File: config.mk
export PLATFORM = sky130hd
export DESIGN_NAME = matrix_keypad_scanner_core
export DESIGN_NICKNAME = d
export VERILOG_FILES = /design/src/sv/kps_pkg.sv /design/src/sv/kps_ram.sv /design/src/sv/kps_slot_unit.sv /design/src/sv/matrix_keypad_scanner_core.sv
export VERILOG_INCLUDE_DIRS = /design/src /design/src/sv
export SDC_FILE = /design/constraint.sdc
export NUM_CORES = 1
export LEC_CHECK = 0
export BUFFER_PORTS_ARGS = -buffer_cell sky130_fd_sc_hd__buf_4
export CAP_MARGIN = 20
export CORE_MARGIN = 2
export CORE_UTILIZATION = 55
export CTS_BUF_LIST = sky130_fd_sc_hd__clkbuf_2 sky130_fd_sc_hd__clkbuf_4 sky130_fd_sc_hd__clkbuf_8
export DETAILED_ROUTE_END_ITERATION = 10
export GPL_TIMING_DRIVEN = 0
export HOLD_SLACK_MARGIN = 0.02
export PLACE_DENSITY_LB_ADDON = 0.25
export SYNTH_ARGS = -nofsm -noshare
export SYNTH_HDL_FRONTEND = slang
export SYNTH_SLANG_ARGS = --single-unit
File: constraint.sdc
create_clock -name clk_i -period 6 [get_ports clk_i]
set_clock_uncertainty 0.15 [all_clocks]
set_input_delay 0.6 -clock clk_i [delete_from_list [all_inputs] [get_ports clk_i]]
set_output_delay 0.6 -clock clk_i [all_outputs]
set_load 0.01 [all_outputs]
File: src/sv/matrix_keypad_scanner_core_defines.svh
// Assertion macros shared by the keypad scanner RTL.
`ifndef MATRIX_KEYPAD_SCANNER_CORE_DEFINES_SVH
`define MATRIX_KEYPAD_SCANNER_CORE_DEFINES_SVH
`ifndef SYNTHESIS
// Plain property, sampled on clk_i, off during reset.
`define KPS_ASSERT(lbl, prop, msg) \
  lbl: assert property (@(posedge clk_i) disable iff (!rst_ni) (prop)) \
    else $error(msg);
// Same-cycle implication.
`define KPS_ASSERT_IMP(lbl, ante, cons, msg) \
  lbl: assert property (@(posedge clk_i) disable iff (!rst_ni) (ante) |-> (cons)) \
    else $error(msg);
// Next-cycle implication.
`define KPS_ASSERT_NEXT(lbl, ante, cons, msg) \
  lbl: assert property (@(posedge clk_i) disable iff (!rst_ni) (ante) |=> (cons)) \
    else $error(msg);
`else
`define KPS_ASSERT(lbl, prop, msg)
`define KPS_ASSERT_IMP(lbl, ante, cons, msg)
`define KPS_ASSERT_NEXT(lbl, ante, cons, msg)
`endif
`endif

File: src/sv/kps_pkg.sv
// Types, constants and helpers of the keypad scanner.
package kps_pkg;

  // Geometry
  localparam int ROW_W          = 6;
  localparam int COL_W          = 3;
  localparam int CODE_W         = 8;
  localparam int CNT_W          = 8;
  localparam int KPS_COLUMNS    = 8;
  localparam int SLOTS_DEF      = 4;
  localparam int FIFO_DEPTH_DEF = 16;
  localparam int FIFO_W         = CODE_W + 1;
  localparam int CFG_IDX_W      = 2;

  // Row mask used for level sensing when a slot holds no mask
  localparam logic [ROW_W-1:0] ROW_FALLBACK = 6'h01;

  // Register reset values
  localparam logic [CNT_W-1:0] SHORT_RST   = 8'd5;
  localparam logic [CNT_W-1:0] LONG_RST    = 8'd100;
  localparam logic [CNT_W-1:0] RELEASE_RST = 8'd3;

  typedef enum logic [1:0] {
    OP_SCAN  = 2'd0,
    OP_POP   = 2'd1,
    OP_QUERY = 2'd2,
    OP_NONE  = 2'd3
  } kps_op_e;

  typedef enum logic [CFG_IDX_W-1:0] {
    CFG_SHORT   = 2'd0,
    CFG_LONG    = 2'd1,
    CFG_RELEASE = 2'd2
  } kps_cfg_idx_e;

  typedef enum logic [2:0] {
    ST_IDLE,
    ST_DUP,
    ST_SLOT,
    ST_QUERY,
    ST_POP,
    ST_POP_WAIT,
    ST_OUT
  } kps_state_e;

  typedef struct packed {
    logic [1:0]        operation;
    logic [ROW_W-1:0]  row_levels;
    logic [CODE_W-1:0] key_number;
  } kps_in_t;

  typedef struct packed {
    logic              key_valid;
    logic [CODE_W-1:0] key_code;
    logic              long_press;
    logic              key_is_held;
    logic              any_key_held;
    logic [COL_W-1:0]  column_drive;
  } kps_out_t;

  typedef struct packed {
    logic [CNT_W-1:0] short_ticks;
    logic [CNT_W-1:0] long_ticks;
    logic [CNT_W-1:0] release_ticks;
  } kps_cfg_t;

  // One tracking slot
  typedef struct packed {
    logic             free;
    logic [ROW_W-1:0] row_mask;
    logic [COL_W-1:0] column;
    logic [CNT_W-1:0] press_count;
    logic [CNT_W-1:0] release_count;
    logic             short_flag;
    logic             long_flag;
  } kps_slot_t;

  // What the slot unit reports for the slot under the sequencer
  typedef struct packed {
    kps_slot_t         rec;
    logic [ROW_W-1:0]  dup_pend;
    logic [ROW_W-1:0]  take_pend;
    logic              took;
    logic              freed;
    logic              push;
    logic [CODE_W-1:0] push_code;
    logic              push_long;
    logic              hit;
  } kps_slot_res_t;

  // Key code: column*8 plus row mask
  function automatic logic [CODE_W-1:0] kps_code(logic [COL_W-1:0] col,
                                                 logic [ROW_W-1:0] mask);
    return {2'b00, col, 3'b000} + {2'b00, mask};
  endfunction

endpackage

File: src/sv/kps_ram.sv
// Generic simple dual-port RAM with registered read.
module kps_ram #(
  parameter int WIDTH = 8,
  parameter int DEPTH = 16,
  parameter int ADDR_W = (DEPTH > 1) ? $clog2(DEPTH) : 1
) (
  input  logic              clk_i,
  input  logic              we_i,
  input  logic [ADDR_W-1:0] waddr_i,
  input  logic [WIDTH-1:0]  wdata_i,
  input  logic              re_i,
  input  logic [ADDR_W-1:0] raddr_i,
  output logic [WIDTH-1:0]  rdata_o
);

  logic [WIDTH-1:0] mem_q [DEPTH];
  logic [WIDTH-1:0] rdata_q;

  always_ff @(posedge clk_i) begin
    if (we_i) begin
      mem_q[waddr_i] <= wdata_i;
    end
    if (re_i) begin
      rdata_q <= mem_q[raddr_i];
    end
  end

  assign rdata_o = rdata_q;

endmodule

File: src/sv/kps_slot_unit.sv
// Shared slot unit: duplicate check, slot take, press/release update, query match.
module kps_slot_unit import kps_pkg::*; (
  input  kps_slot_t         slot_i,
  input  kps_cfg_t          cfg_i,
  input  logic [ROW_W-1:0]  rows_i,
  input  logic [ROW_W-1:0]  pend_i,
  input  logic [COL_W-1:0]  col_i,
  input  logic [CODE_W-1:0] key_i,
  input  logic              room_i,
  output kps_slot_res_t     res_o
);

  logic [ROW_W-1:0] low;
  logic [ROW_W-1:0] dp;
  kps_slot_t        r;
  logic             took;
  logic             here;
  logic             level;
  logic             push;
  logic [CODE_W-1:0] pcode;
  logic             plong;

  // Rows already tracked at this column drop out of the pending set
  always_comb begin
    dp = pend_i;
    for (int i = 0; i < ROW_W; i++) begin
      if (slot_i.row_mask == (ROW_W'(1) << i) && slot_i.column == col_i) begin
        dp[i] = 1'b0;
      end
    end
  end

  // Take, then press and release bookkeeping on the updated slot
  always_comb begin
    low   = pend_i & (~pend_i + ROW_W'(1));
    r     = slot_i;
    took  = 1'b0;
    push  = 1'b0;
    pcode = '0;
    plong = 1'b0;
    if (slot_i.free && pend_i != '0 && room_i) begin
      took          = 1'b1;
      r.row_mask    = low;
      r.column      = col_i;
      r.press_count = '0;
      r.short_flag  = 1'b0;
      r.long_flag   = 1'b0;
      r.free        = 1'b0;
    end

    here  = (r.column == col_i);
    level = (r.row_mask == '0) ? |(rows_i & ROW_FALLBACK) : |(rows_i & r.row_mask);

    if (!r.free && here) begin
      if (level) begin
        if (!r.short_flag && !r.long_flag && r.press_count >= cfg_i.short_ticks) begin
          r.short_flag = 1'b1;
        end
        if (!r.long_flag && r.press_count >= cfg_i.long_ticks) begin
          r.long_flag  = 1'b1;
          r.short_flag = 1'b0;
        end
        if (r.press_count < cfg_i.long_ticks) begin
          r.press_count = r.press_count + CNT_W'(1);
        end
      end else begin
        r.press_count = '0;
      end
    end

    if ((r.long_flag || r.short_flag) && here) begin
      if (!level) begin
        if (r.release_count < cfg_i.release_ticks) begin
          r.release_count = r.release_count + CNT_W'(1);
        end else begin
          push          = 1'b1;
          pcode         = kps_code(r.column, r.row_mask);
          plong         = !r.short_flag;
          r.short_flag  = 1'b0;
          r.long_flag   = 1'b0;
          r.press_count = '0;
          r.free        = 1'b1;
          r.row_mask    = '0;
          r.column      = '0;
        end
      end else begin
        r.release_count = '0;
      end
    end
  end

  always_comb begin
    res_o           = '0;
    res_o.rec       = r;
    res_o.dup_pend  = dp;
    res_o.take_pend = took ? (pend_i & ~low) : pend_i;
    res_o.took      = took;
    res_o.freed     = push;
    res_o.push      = push;
    res_o.push_code = pcode;
    res_o.push_long = plong;
    res_o.hit       = (slot_i.short_flag || slot_i.long_flag) &&
                      (kps_code(slot_i.column, slot_i.row_mask) == key_i);
  end

endmodule

File: src/sv/matrix_keypad_scanner_core.sv
// Keypad scanner top: sequencer, slot store, key FIFO, config and output register.
// Scan item: duplicate pass, then slot pass, one slot per cycle through the shared
//   slot unit. Query: one pass over the slots. Pop: one RAM read, none when empty.
// Other ops go straight to output. A new item is accepted only when idle again.
// Reset (async, active low): slots free, pointers, column and counters zero,
//   registers to defaults. FIFO RAM is not cleared; entries are read only once written.
`include "matrix_keypad_scanner_core_defines.svh"
module matrix_keypad_scanner_core import kps_pkg::*; #(
  parameter int SLOTS      = SLOTS_DEF,
  parameter int FIFO_DEPTH = FIFO_DEPTH_DEF
) (
  input  logic                 clk_i,
  input  logic                 rst_ni,
  input  logic                 in_valid_i,
  output logic                 in_ready_o,
  input  kps_in_t              in_data_i,
  output logic                 out_valid_o,
  input  logic                 out_ready_i,
  output kps_out_t             out_data_o,
  input  logic                 cfg_valid_i,
  output logic                 cfg_ready_o,
  input  logic [CFG_IDX_W-1:0] cfg_index_i,
  input  logic [CNT_W-1:0]     cfg_data_i
);

  localparam int SLOT_W = (SLOTS > 1) ? $clog2(SLOTS) : 1;
  localparam int PTR_W  = $clog2(FIFO_DEPTH);
  localparam int HELD_W = $clog2(SLOTS + 1);
  // Slot after reset: free flag set (top field), everything else clear
  localparam kps_slot_t SLOT_RST = kps_slot_t'({1'b1, {($bits(kps_slot_t) - 1){1'b0}}});

  kps_state_e        state_q, state_d;
  logic [SLOT_W-1:0] idx_q, idx_d;
  logic [ROW_W-1:0]  pend_q, pend_d;
  logic [HELD_W-1:0] held_q, held_d;
  logic [COL_W-1:0]  col_q, col_d;
  logic [PTR_W-1:0]  head_q, head_d;
  logic [PTR_W-1:0]  tail_q, tail_d;
  logic [PTR_W-1:0]  head_inc, tail_inc;
  kps_out_t          res_q, res_d;
  kps_out_t          out_q, out_d;
  logic              out_valid_q;
  kps_in_t           item_q;
  kps_cfg_t          cfg_q;
  kps_slot_t         slot_q [SLOTS];
  kps_slot_res_t     ures;
  logic              slot_we, ram_we, ram_re, out_load, item_load, last_idx;
  logic [FIFO_W-1:0] ram_rdata;

  // Configuration registers
  assign cfg_ready_o = 1'b1;

  always_ff @(posedge clk_i or negedge rst_ni) begin
    if (!rst_ni) begin
      cfg_q.short_ticks   <= SHORT_RST;
      cfg_q.long_ticks    <= LONG_RST;
      cfg_q.release_ticks <= RELEASE_RST;
    end else if (cfg_valid_i) begin
      unique case (cfg_index_i)
        CFG_SHORT:   cfg_q.short_ticks   <= cfg_data_i;
        CFG_LONG:    cfg_q.long_ticks    <= cfg_data_i;
        CFG_RELEASE: cfg_q.release_ticks <= cfg_data_i;
        default: ;
      endcase
    end
  end

  // Shared slot unit on the slot under the sequencer
  kps_slot_unit u_slot (
    .slot_i (slot_q[idx_q]),
    .cfg_i  (cfg_q),
    .rows_i (item_q.row_levels),
    .pend_i (pend_q),
    .col_i  (col_q),
    .key_i  (item_q.key_number),
    .room_i (held_q < HELD_W'(SLOTS)),
    .res_o  (ures)
  );

  // Key FIFO storage
  kps_ram #(
    .WIDTH (FIFO_W),
    .DEPTH (FIFO_DEPTH)
  ) u_fifo (
    .clk_i   (clk_i),
    .we_i    (ram_we),
    .waddr_i (head_q),
    .wdata_i ({ures.push_code, ures.push_long}),
    .re_i    (ram_re),
    .raddr_i (tail_q),
    .rdata_o (ram_rdata)
  );

  // Pointer wrap at the FIFO depth
  assign head_inc = (head_q == PTR_W'(FIFO_DEPTH - 1)) ? '0 : head_q + PTR_W'(1);
  assign tail_inc = (tail_q == PTR_W'(FIFO_DEPTH - 1)) ? '0 : tail_q + PTR_W'(1);
  assign last_idx = (idx_q == SLOT_W'(SLOTS - 1));

  // Sequencer next state and controls
  always_comb begin
    state_d   = state_q;
    idx_d     = idx_q;
    pend_d    = pend_q;
    held_d    = held_q;
    col_d     = col_q;
    head_d    = head_q;
    tail_d    = tail_q;
    res_d     = res_q;
    slot_we   = 1'b0;
    ram_we    = 1'b0;
    ram_re    = 1'b0;
    out_load  = 1'b0;
    item_load = 1'b0;
    unique case (state_q)
      ST_IDLE: begin
        if (in_valid_i) begin
          item_load = 1'b1;
          idx_d     = '0;
          pend_d    = in_data_i.row_levels;
          res_d     = '0;
          case (in_data_i.operation)
            OP_SCAN:  state_d = ST_DUP;
            OP_POP:   state_d = ST_POP;
            OP_QUERY: state_d = ST_QUERY;
            default:  state_d = ST_OUT;
          endcase
        end
      end
      ST_DUP: begin
        pend_d = ures.dup_pend;
        if (last_idx) begin
          idx_d   = '0;
          state_d = ST_SLOT;
        end else begin
          idx_d = idx_q + SLOT_W'(1);
        end
      end
      ST_SLOT: begin
        slot_we = 1'b1;
        pend_d  = ures.take_pend;
        if (ures.took) begin
          held_d = held_q + HELD_W'(1);
        end else if (ures.freed && held_q != '0) begin
          held_d = held_q - HELD_W'(1);
        end
        // Full FIFO: entry written, head held, newest key lost
        if (ures.push) begin
          ram_we = 1'b1;
          if (head_inc != tail_q) begin
            head_d = head_inc;
          end
        end
        if (last_idx) begin
          col_d   = (col_q == COL_W'(KPS_COLUMNS - 1)) ? '0 : col_q + COL_W'(1);
          state_d = ST_OUT;
        end else begin
          idx_d = idx_q + SLOT_W'(1);
        end
      end
      ST_QUERY: begin
        if (ures.hit) begin
          res_d.key_is_held = 1'b1;
        end
        if (last_idx) begin
          state_d = ST_OUT;
        end else begin
          idx_d = idx_q + SLOT_W'(1);
        end
      end
      ST_POP: begin
        if (head_q != tail_q) begin
          ram_re  = 1'b1;
          tail_d  = tail_inc;
          state_d = ST_POP_WAIT;
        end else begin
          state_d = ST_OUT;
        end
      end
      ST_POP_WAIT: begin
        res_d.key_valid  = 1'b1;
        res_d.key_code   = ram_rdata[FIFO_W-1:1];
        res_d.long_press = ram_rdata[0];
        state_d          = ST_OUT;
      end
      ST_OUT: begin
        if (!out_valid_q || out_ready_i) begin
          out_load = 1'b1;
          state_d  = ST_IDLE;
        end
      end
      default: state_d = ST_IDLE;
    endcase
  end

  // Control registers
  always_ff @(posedge clk_i or negedge rst_ni) begin
    if (!rst_ni) begin
      state_q <= ST_IDLE;
      idx_q   <= '0;
      pend_q  <= '0;
      held_q  <= '0;
      col_q   <= '0;
      head_q  <= '0;
      tail_q  <= '0;
      res_q   <= '0;
    end else begin
      state_q <= state_d;
      idx_q   <= idx_d;
      pend_q  <= pend_d;
      held_q  <= held_d;
      col_q   <= col_d;
      head_q  <= head_d;
      tail_q  <= tail_d;
      res_q   <= res_d;
    end
  end

  // Slot store
  always_ff @(posedge clk_i or negedge rst_ni) begin
    if (!rst_ni) begin
      for (int s = 0; s < SLOTS; s++) begin
        slot_q[s] <= SLOT_RST;
      end
    end else if (slot_we) begin
      slot_q[idx_q] <= ures.rec;
    end
  end

  // Captured item
  always_ff @(posedge clk_i) begin
    if (item_load) begin
      item_q <= in_data_i;
    end
  end

  // Output register; held count and column reflect state after the item
  always_ff @(posedge clk_i or negedge rst_ni) begin
    if (!rst_ni) begin
      out_valid_q <= 1'b0;
    end else if (out_load) begin
      out_valid_q <= 1'b1;
    end else if (out_ready_i) begin
      out_valid_q <= 1'b0;
    end
  end

  always_comb begin
    out_d              = res_q;
    out_d.any_key_held = (held_q != '0);
    out_d.column_drive = col_q;
  end

  always_ff @(posedge clk_i) begin
    if (out_load) begin
      out_q <= out_d;
    end
  end

  assign in_ready_o  = (state_q == ST_IDLE);
  assign out_valid_o = out_valid_q;
  assign out_data_o  = out_q;

  // Checks
  `KPS_ASSERT_NEXT(a_busy_after_accept, in_valid_i && in_ready_o, !in_ready_o, "ready after accept")
  `KPS_ASSERT_IMP(a_take_room, state_q == ST_SLOT && ures.took, held_q < HELD_W'(SLOTS), "take with no room")
  `KPS_ASSERT_NEXT(a_pop_advances, state_q == ST_POP && head_q != tail_q, state_q == ST_POP_WAIT && tail_q != $past(tail_q), "pop did not advance")
  `KPS_ASSERT_IMP(a_key_only_on_pop, out_load && res_q.key_valid, item_q.operation == OP_POP, "key result outside pop")

endmodule
After elaboration in Yosys (flattened, before gate mapping)
Memories as Yosys holds them, arrays and structs flattened. A register that Yosys moved wholly into a read port is not among the register bits. Cells that the tools add are included.

$add $sub $neg: 11. Order comparisons: 7. Equality and inequality tests: 38. Muxes and demuxes: 75. Bitwise operators: 6. Reduce and logical (&&, ||, !) cells: 55.

Operators by type and width (number): $bwmux 112 (1); $mux 28 (4); $mux 8 (8); $bmux 28 s2 (1); $demux 28 s2 (1); $mux 18 (3); $mux 1 (29); $reduce_and 4->1 (7); $mux 3 (7); $mux 2 (10); $pmux 10 s2 (1); $and 6x6->6 (3); $ne 2x1->1 const B (9); $pmux 3 s6 (1); $pmux 6 s3 (1); $add 8x1->8 const B (2); $ge 8x8->1 (2); $logic_and 1x1->1 (16); $lt 8x8->1 (2); $mux 15 (1); $add 6x6->7 (2); $reduce_and 2->1 (7); $eq 3x3->1 const B (4); $mux 6 (2); 40 further kinds (68).

Bits in registers: 202. Bits in writable memories: 144. Input port bits: 31. Memories kept: 1.

Memories: u_fifo.mem_q (words 16, bits a word 9, rd ports 1, clocked after Yosys merged registers in 1, write ports 1, line kps_ram.sv:16) `logic [WIDTH-1:0] mem_q [DEPTH];`.

Longest topological paths before layout
Gate-level depths: netlist of run 1.

Word-level depth: 21. Depth in mapped cells: 19.

Cells and area by module
A second synthesis of run 1 with hierarchy kept.

Cell total of the unflattened synthesis: 1182. Area, all modules: 16837.4 sq um.

Modules (own cells, without submodules): matrix_keypad_scanner_core (times used 1, cells an instance 590, area each 8749.6 sq um); kps_ram (times used 1, cells an instance 254, area each 5870.6 sq um); kps_slot_unit (times used 1, cells an instance 338, area each 2217.1 sq um).

Worst setup path before layout of run 1
Ideal clock, no wire load.

Path type: register to register. Start: register idx_q[0]. End: memory u_fifo.mem_q[0][0] in the netlist's numbering (data pin). Library setup time: 0.327 ns. Arrival: 4.390 ns. Required time: 5.523 ns. Path slack: 1.133 ns. Cell stages (with the launch flop): 13. Period minus slack after synthesis: 4.867 ns. Cells stage by stage: dfrtp_1 -> buf_2 -> buf_2 -> clkbuf_1 -> mux4_2 -> ha_1 -> nand4_1 -> a221oi_1 -> a211oi_1 -> a211oi_1 -> nand2_1 -> clkbuf_1 -> nor3_1.

Cells in the longest elaborated chain, start to end: 18. Elaborated cells on any way between the ends: 33.

RTL lines: start: declaration (line matrix_keypad_scanner_core.sv:33) `logic [SLOT_W-1:0] idx_q, idx_d;`; start signal: assignment (line matrix_keypad_scanner_core.sv:208) `idx_q <= idx_d;`; $not 2->3 (not written as such) (*) (line matrix_keypad_scanner_core.sv:70) `.slot_i (slot_q[idx_q]),`; $bmux 28 s2 (*) (line matrix_keypad_scanner_core.sv:70); $mux 28 (not written as such) (*) (2 in a row) (line matrix_keypad_scanner_core.sv:70); parallel branches: the longest is 13 deep, another holds $ge 8x8->1; $mux 1 (*) (line kps_slot_unit.sv:71) `if ((r.long_flag || r.short_flag) && here) begin`; net u_fifo.wdata_i[0] (line kps_ram.sv:10) `input logic [WIDTH-1:0] wdata_i,`; end: declaration (line kps_ram.sv:16).

Mark *: on every way through the listed nets, which the timed path passes. The select of a mux whose other input is x is not followed.

Final worst setup path of run 1
Start: register idx_q[0]. End: memory u_fifo.mem_q[3][4] in the netlist's numbering (enable).

Cells in the longest elaborated chain, start to end: 21. Elaborated cells on any way between the ends: 36.

RTL lines: $not 2->3 (not written as such) (*) (line matrix_keypad_scanner_core.sv:70); $bmux 28 s2 (*) (line matrix_keypad_scanner_core.sv:70); $mux 28 (not written as such) (*) (2 in a row) (line matrix_keypad_scanner_core.sv:70); parallel branches: the longest is 12 deep, another holds $ge 8x8->1; $mux 1 (*) (line kps_slot_unit.sv:71); $mux 1 (*) (line matrix_keypad_scanner_core.sv:147) `if (ures.push) begin`; $mux 1 (*) (line matrix_keypad_scanner_core.sv:114) `unique case (state_q)`; $mux 1 (*) (line kps_ram.sv:20) `if (we_i) begin`; $mux 1 (not written as such) (*) (line kps_ram.sv:21) `mem_q[waddr_i] <= wdata_i;`.

Every way passes the cells marked *. The select of a mux whose other input is x is not followed.

==> impl_metrics.toml, run 1 <==
[pwr]
power_w = 0.007676
combPwrFrac_pct = 32.6
p_int_w = 0.004986
switchingPower_w = 0.002689
power_density_nw_per_um2 = 434.7
netSwitchingFraction_pct = 35.04
ir_drop_mv = 0.2753
pwr-share-seq_pct = 39.7
p_clk_share_pct = 27.7
leakage_nw = 7.132

[clock_network]
clockBufferDepth = 3
numCtsBuffers = 55
clk-insertion-delay-late_ps = 600
h-tree-depth = 2
clock_sinks = 336
cts_tree = "built"
cts.reportedPaths.clkPinSlew_ps = 60
cts_root_buffer = "clkbuf_8"
cts_setup_buffers = 0

[synth]
synthDistinctLibCells = 68
ys_seq_elements = 336
ys.flop_type = "edfxtp_1"
yosysWarnings = 0
synth_top_cell_by_area = "edfxtp_1"
synthCells = 1195
synth.net_count = 1271
synth_area_per_cell_sq_um = 12.90
yosysTopAreaCellShare_pct = 31.94
yosys-top-cells-area = "edfxtp_1, dfrtp_1, mux4_2"
ys_async_sr_fraction_pct = 51.19
synth_edf_count = 164
ys_seq_area_share_pct = 59.94
synth_area_sq_um = 15420

[run]
max_cap_violations = 0

[worst_setup_path]
crit_path_start_kind = "flop"
critPathMaxFanout = 10
worstRegToRegCells = 14
cp-end-kind = "flop"
arrival_ps = 5680
critPathRequiredTime_ps = 6070
crit_type = "flop to flop"

[placed_design]
place.gp.congestion = 0.9074
portBuffers = 46
pre_cts_ws_ps = -793.5
post-dp-hpwl_mm = 25.91

[sta]
setup_tns_ps = 0
hold_ws_ps = 44.85
rsz0062_at_grt = "false"
tightest_slew_ps = 1098
min_period_ps = 5602
relSlewSlack_pct = 24.88
setup_slack_ps = 397.5
hold_violations = 0
finalSetupViolCount = 0
slew_violations = 0
timing.final.crit_share_pct = 93.37
max_freq_mhz = 178.5

[route]
drc = 0
drt_first_pass_iters = 7
wire_per_inst_um = 21.42
num_vias = 10580
wirelength_mm = 37.17
drt_iter0_drc = 1090
detail-route-antenna-nets = 0
routed_via_density = 6.098

[grt]
grt_usage_pct = 26.09
grt_pass1_vias = 10330
grt_remaining_overflow = 0
grt_max_degree = 105
grt_first_pass_wirelength_mm = 58.37
antenna_found_initial = 0

[floorplan]
num_rows = 61
die_area_sq_um = 29390
io_pins = 49
core-area_sq_um = 27710
die_h_um = 171.4
initial_core_util_pct = 55.65
fp.dieW_um = 171.4

[final_layout]
final_common_cell = "edfxtp_1"
antenna_cells = 0
final_cell_mix = "edfxtp_1, dfrtp_1, nand2_1, o21ai_0, nor2_1"
nNetsFinal = 1387
drive_gt1_share_pct = 20.63
final_util_pct = 63.73
areaGrowthSynthToFinish_pct = 14.52

[hold_path]
min_path_type = "primary input to flop"
whs_path_depth = 1

[outcome]
status = "finished, final reports clean"
[final cells by class]
class / count / area [sq um]
Fill cell: 2108 / 10050
Timing Repair Buffer: 60 / 519.2
Sequential cell: 336 / 9243
Clock buffer: 79 / 987.2
Tap cell: 378 / 473.0
Clock inverter: 24 / 201.4
Multi-Input combinational cell: 752 / 5793
Inverter: 50 / 187.7
Buffer: 56 / 252.7
[registers in the layout (all words and copies together), names as in the netlist]
signal,count
out_d,10
pend_q,6
u_fifo.mem_q,128
col_q,3
out_data_o,14
u_fifo.rdata_o,8
slot_q,112
cfg_q,24
out_valid_o,1
held_q,3
head_q,4
state_q,3
idx_q,2
item_q,14
tail_q,4
[what timing repair did]
item	4_1_cts	5_1_grt
endpoints found under the setup margin	248	257
hold buffers	9	0
hold endpoints to repair	76	0
resized for setup	10	12
[through the flow]
step	cells	instance area, sq um
5_1_grt	1735	17660
2_1_floorplan	1195	15420
4_1_cts	1735	17640
3_3_place_gp	1619	16240
3_5_place_dp	1624	16330
6_report	1735	17660
[power by group through the flow]
stage	clock, W	combinational (W)	sequential [W]
after global routing	0.00225	0.00276	0.00309
after detailed placement	0	0.00245	0.00309
after CTS	0.00215	0.00247	0.00305
after floorplan	0	0.00170	0.00302
final	0.00213	0.00250	0.00305
after global placement	0	0.00237	0.00307
[per-layer routing]
layer	track usage [%]	part of all wire, %	routed length [um]	vias to the layer above
met2	41.78	47	17590	457
met5	0	0	0	-
met3	4.533	7.5	2770	72
li1	-	-	-	4673
met1	36.97	43	15890	5378
met4	7.811	2.5	917	0
[Yosys cell counts, types with 4 or more instances]
master	count
mux4_2	66
inv_1	47
buf_1	6
a31oi_1	21
nor2b_1	6
a21o_1	7
dfstp_2	11
nand3_1	15
a22o_1	14
and2_1	29
ha_1	42
o221ai_1	6
a21oi_1	39
nor3_1	16
or4_1	5
nand2b_1	10
edfxtp_1	164
mux2_2	24
nand2_1	142
clkbuf_1	43
xor2_1	7
dfrtp_1	161
a211oi_1	7
and3_1	8
nor2_1	77
o31ai_1	9
o21ai_0	113
nand4_1	8
nor3b_1	4
xnor2_1	18
[path summary, 6_finish.rpt]
path	startpoint	endpoint	slack, ps
worst min-delay path	in_data_i[9]	item_q[9]$_DFFE_PP_	40
worst max-delay path	idx_q[0]$_DFFE_PN0P_	u_fifo.mem_q[3][4]$_DFFE_PP_	400
worst min register to register	out_d[5]$_DFFE_PN0P_	out_data_o[5]$_DFFE_PP_	310
worst max register to register	idx_q[0]$_DFFE_PN0P_	u_fifo.mem_q[3][4]$_DFFE_PP_	400
min in group asynchronous	rst_ni	cfg_q[21]$_DFFE_PN0P_	390
max in group asynchronous	rst_ni	slot_q[65]$_DFFE_PN0P_	4400
[worst max-delay path, cell delays in order (launching register included)]
cell	delay, ps
dfrtp_1	530
clkbuf_4	380
clkbuf_4	360
clkbuf_4	350
mux4_2	630
ha_1	340
nand4_1	80
a221oi_1	270
a211oi_2	170
a211oi_2	440
and2_1	190
clkbuf_1	300
nand2_1	210
nor3_1	310
and2_1	520
[cells by family after synthesis]
kind of cell | count (synthesis) | synth area share [%]
AOI/OAI and AO/OA | 249 | 9.852
buffers and inverters | 107 | 2.800
adders and majority gates | 45 | 3.798
muxes | 95 | 11.93
other | 2 | 0.04871
DFF | 336 | 59.94
and+or+nand+nor | 336 | 10.21
xor gates and xnor gates | 25 | 1.420
(Power assumes the default switching activity.)
==> inputs of run 2 (changes only) <==
CAP_MARGIN = default   (was 20)
SYNTH_HIERARCHICAL = 1   (was default)
clock period = 5.5 ns   (was 6 ns; I/O delays follow)
==> run 2 against run 1 <==
Compared with the run above:
- clock power rose by 10%
- sequential cell count rose by 19
- cell count rose by 2.2%
- utilization rose by 1.1 points
- critical path type unchanged
- largest power group unchanged
- register-to-register slack got worse by 250 ps
- hold slack improved by 11 ps
- via count fell by 1.7%
==> impl_metrics.toml, run 2 <==
[final_layout]
final_area_sq_um = 19680
reg_top3 = "u_fifo/mem_q (144), slot_q (112), cfg_q (24)"
final_cells = 1773
areaGrowthSynthToFinish_pct = 16.85
drive_gt1_share_pct = 34.42
antenna_cells = 0
final_common_cell = "edfxtp_1"
multi_input_area_sq_um = 6751
nNetsFinal = 1399
regMostFlops = "u_fifo/mem_q"
nFillCells = 2206
final_cell_mix = "edfxtp_1, dfrtp_1, mux2_2, buf_4, clkbuf_8"
register_area_sq_um = 9808
largest_reg_flops = 144

[floorplan]
fp.dieW_um = 179.0
initial_core_util_pct = 55.48
core-area_sq_um = 30350
die_h_um = 179.0
io_pins = 49
num_rows = 64
die_area_sq_um = 32030

[synth]
ys.flop_type = "edfxtp_1"
ys_seq_area_share_pct = 58.25
synth.net_count = 1253
synthDistinctLibCells = 89
synth_top_cell_by_area = "edfxtp_1"
netlist_top_cells_count = "edfxtp_1, dfrtp_1, mux2_2"
synth_area_sq_um = 16840
synthCells = 1182
yosysTopAreaCellShare_pct = 32.46
synth_area_per_cell_sq_um = 14.24
yosysMostFrequentCell = "edfxtp_1"
synth_edf_count = 182
ys_seq_elements = 355
ys_async_sr_fraction_pct = 48.73
yosysWarnings = 6
yosys-top-cells-area = "edfxtp_1, dfrtp_1, mux2_2"

[grt]
antenna_found_initial = 0
grt_max_degree = 94
grt_first_pass_wirelength_mm = 58.49
grt_remaining_overflow = 0
grt_pass1_vias = 10860
grt_usage_pct = 23.98

[worst_setup_path]
critPathMaxFanout = 10
crit_path_start_kind = "flop"
critPathRequiredTime_ps = 5690
crit_type = "flop to flop"
cp-end-kind = "flop"
arrival_ps = 5550

[run]
max_cap_violations = 0

[clock_network]
clock_sinks = 355
clockBufferDepth = 3
cts.reportedPaths.clkPinSlew_ps = 60
clk-insertion-delay-late_ps = 630
cts_tree = "built"
numCtsBuffers = 57
h-tree-depth = 2
cts_root_buffer = "clkbuf_8"

[route]
routed_via_density = 5.865
wirelength_mm = 37.10
drt_first_pass_iters = 5
wire_per_inst_um = 20.93
drc = 0
drt_iter0_drc = 797
num_vias = 10400
detail-route-antenna-nets = 0

[placed_design]
portBuffers = 47
placed_cells = 1627
post-dp-hpwl_mm = 24.56
place.gp.congestion = 0.8636
placedInstanceArea_sq_um = 17750

[pwr]
ir_drop_mv = 0.2638
leakage_nw = 7.895
power_density_nw_per_um2 = 435.9
power_w = 0.008576

[hold_path]
min_path_type = "primary input to flop"

[sta]
timing.final.crit_share_pct = 97.39
relSlewSlack_pct = 11.14
hold_ws_ps = 56.08
finalSetupViolCount = 0
hold_violations = 0
min_period_ps = 5356
tightest_slew_ps = 1328
slew_violations = 0
max_freq_mhz = 186.7

[outcome]
status = "finished, final reports clean"
## run 2: critical path, stage by stage (launching register included)
cell	delay, ps
dfrtp_1	400
buf_6	170
mux4_2	590
nand2_4	130
a21o_4	170
clkbuf_4	220
clkbuf_8	190
nand2_1	120
ha_1	280
nand2b_1	90
a21oi_1	120
a2111oi_4	380
o41ai_4	150
a211oi_2	220
o32a_2	240
o21ai_4	90
inv_4	90
buf_4	90
and2_2	220
or3b_4	480
nor3_4	270
buf_12	170
## run 2: through the flow
| step | TNS (ps) | utilization, % | worst slack (ps) |
|---|---|---|---|
| 3_5_place_dp | -401220 | 58.48 | -1897 |
| 4_1_cts | 0 | 64.30 | 21.54 |
| 6_report | 0 | 64.83 | 143.5 |
| 2_1_floorplan | -1629 | - | -50.18 |
| 5_1_grt | -5.596 | 64.83 | -5.262 |
| 3_3_place_gp | -382620 | 58.29 | -1872 |
## run 2: kinds of logic (layout without fill, tap and decap cells)
kind of cell | after synthesis | in the layout | share of synthesized area, %
DFF | 355 | 355 | 58.25
and+or+nand+nor | 266 | 266 | 7.996
buffers and inverters | 110 | 305 | 3.292
muxes | 217 | 217 | 19.11
other | 2 | 2 | 0.04460
AOI/OAI and AO/OA | 162 | 162 | 6.636
adders and majority gates | 40 | 40 | 3.106
xor gates and xnor gates | 30 | 30 | 1.561
## run 2: layer usage
metal / global-route usage [%] / vias to the layer above / part of all wire [%] / routed length, um
li1: - / 4780 / - / -
met1: 31.11 / 5279 / 43 / 15980
met2: 40.75 / 261 / 49 / 18260
met3: 3.880 / 78 / 4.5 / 1673
met4: 9.011 / 0 / 3.2 / 1194
met5: 0 / - / 0 / 0
## run 2: final cells by class
cell class,instances,area share [%]
clock inverters,13,0.4197
multi-input cells,717,34.31
inverters,51,0.9857
plain buffers,59,1.984
clock buffers,95,5.787
well taps,396,2.518
flip-flops and latches,355,49.85
repair buffers,87,4.140
## run 2: worst paths after layout
path	start	to	slack [ps]	cells after the start
worst min register to register	u_fifo/rdata_o[5]$_DFFE_PP_	out_d[10]$_DFFE_PN0P_	280	2
worst max-delay path	idx_q[0]$_DFFE_PN0P_	u_fifo/mem_q[0][6]$_DFFE_PP_	140	21
worst max register to register	idx_q[0]$_DFFE_PN0P_	u_fifo/mem_q[0][6]$_DFFE_PP_	140	21
worst min-delay path	cfg_data_i[2]	cfg_q[2]$_DFFE_PN0P_	60	2
max in group asynchronous	rst_ni	slot_q[69]$_DFFE_PN0P_	3960	3
min in group asynchronous	rst_ni	slot_q[3]$_DFFE_PN0P_	370	2
## run 2: power breakdown
group          switching (W)  internal [W]  total [W]  leakage (nW)
registers           0.000239       0.00319    0.00343          3.84
logic                0.00159       0.00120    0.00279          3.40
clock network        0.00104       0.00131    0.00235         0.661
## run 2: repair_timing
item,in CTS,in global routing
resized for setup,51,20
hold endpoints to repair,102,0
hold buffers,22,0
endpoints found under the setup margin,377,217
setup buffers,10,6
pin swaps,7,5
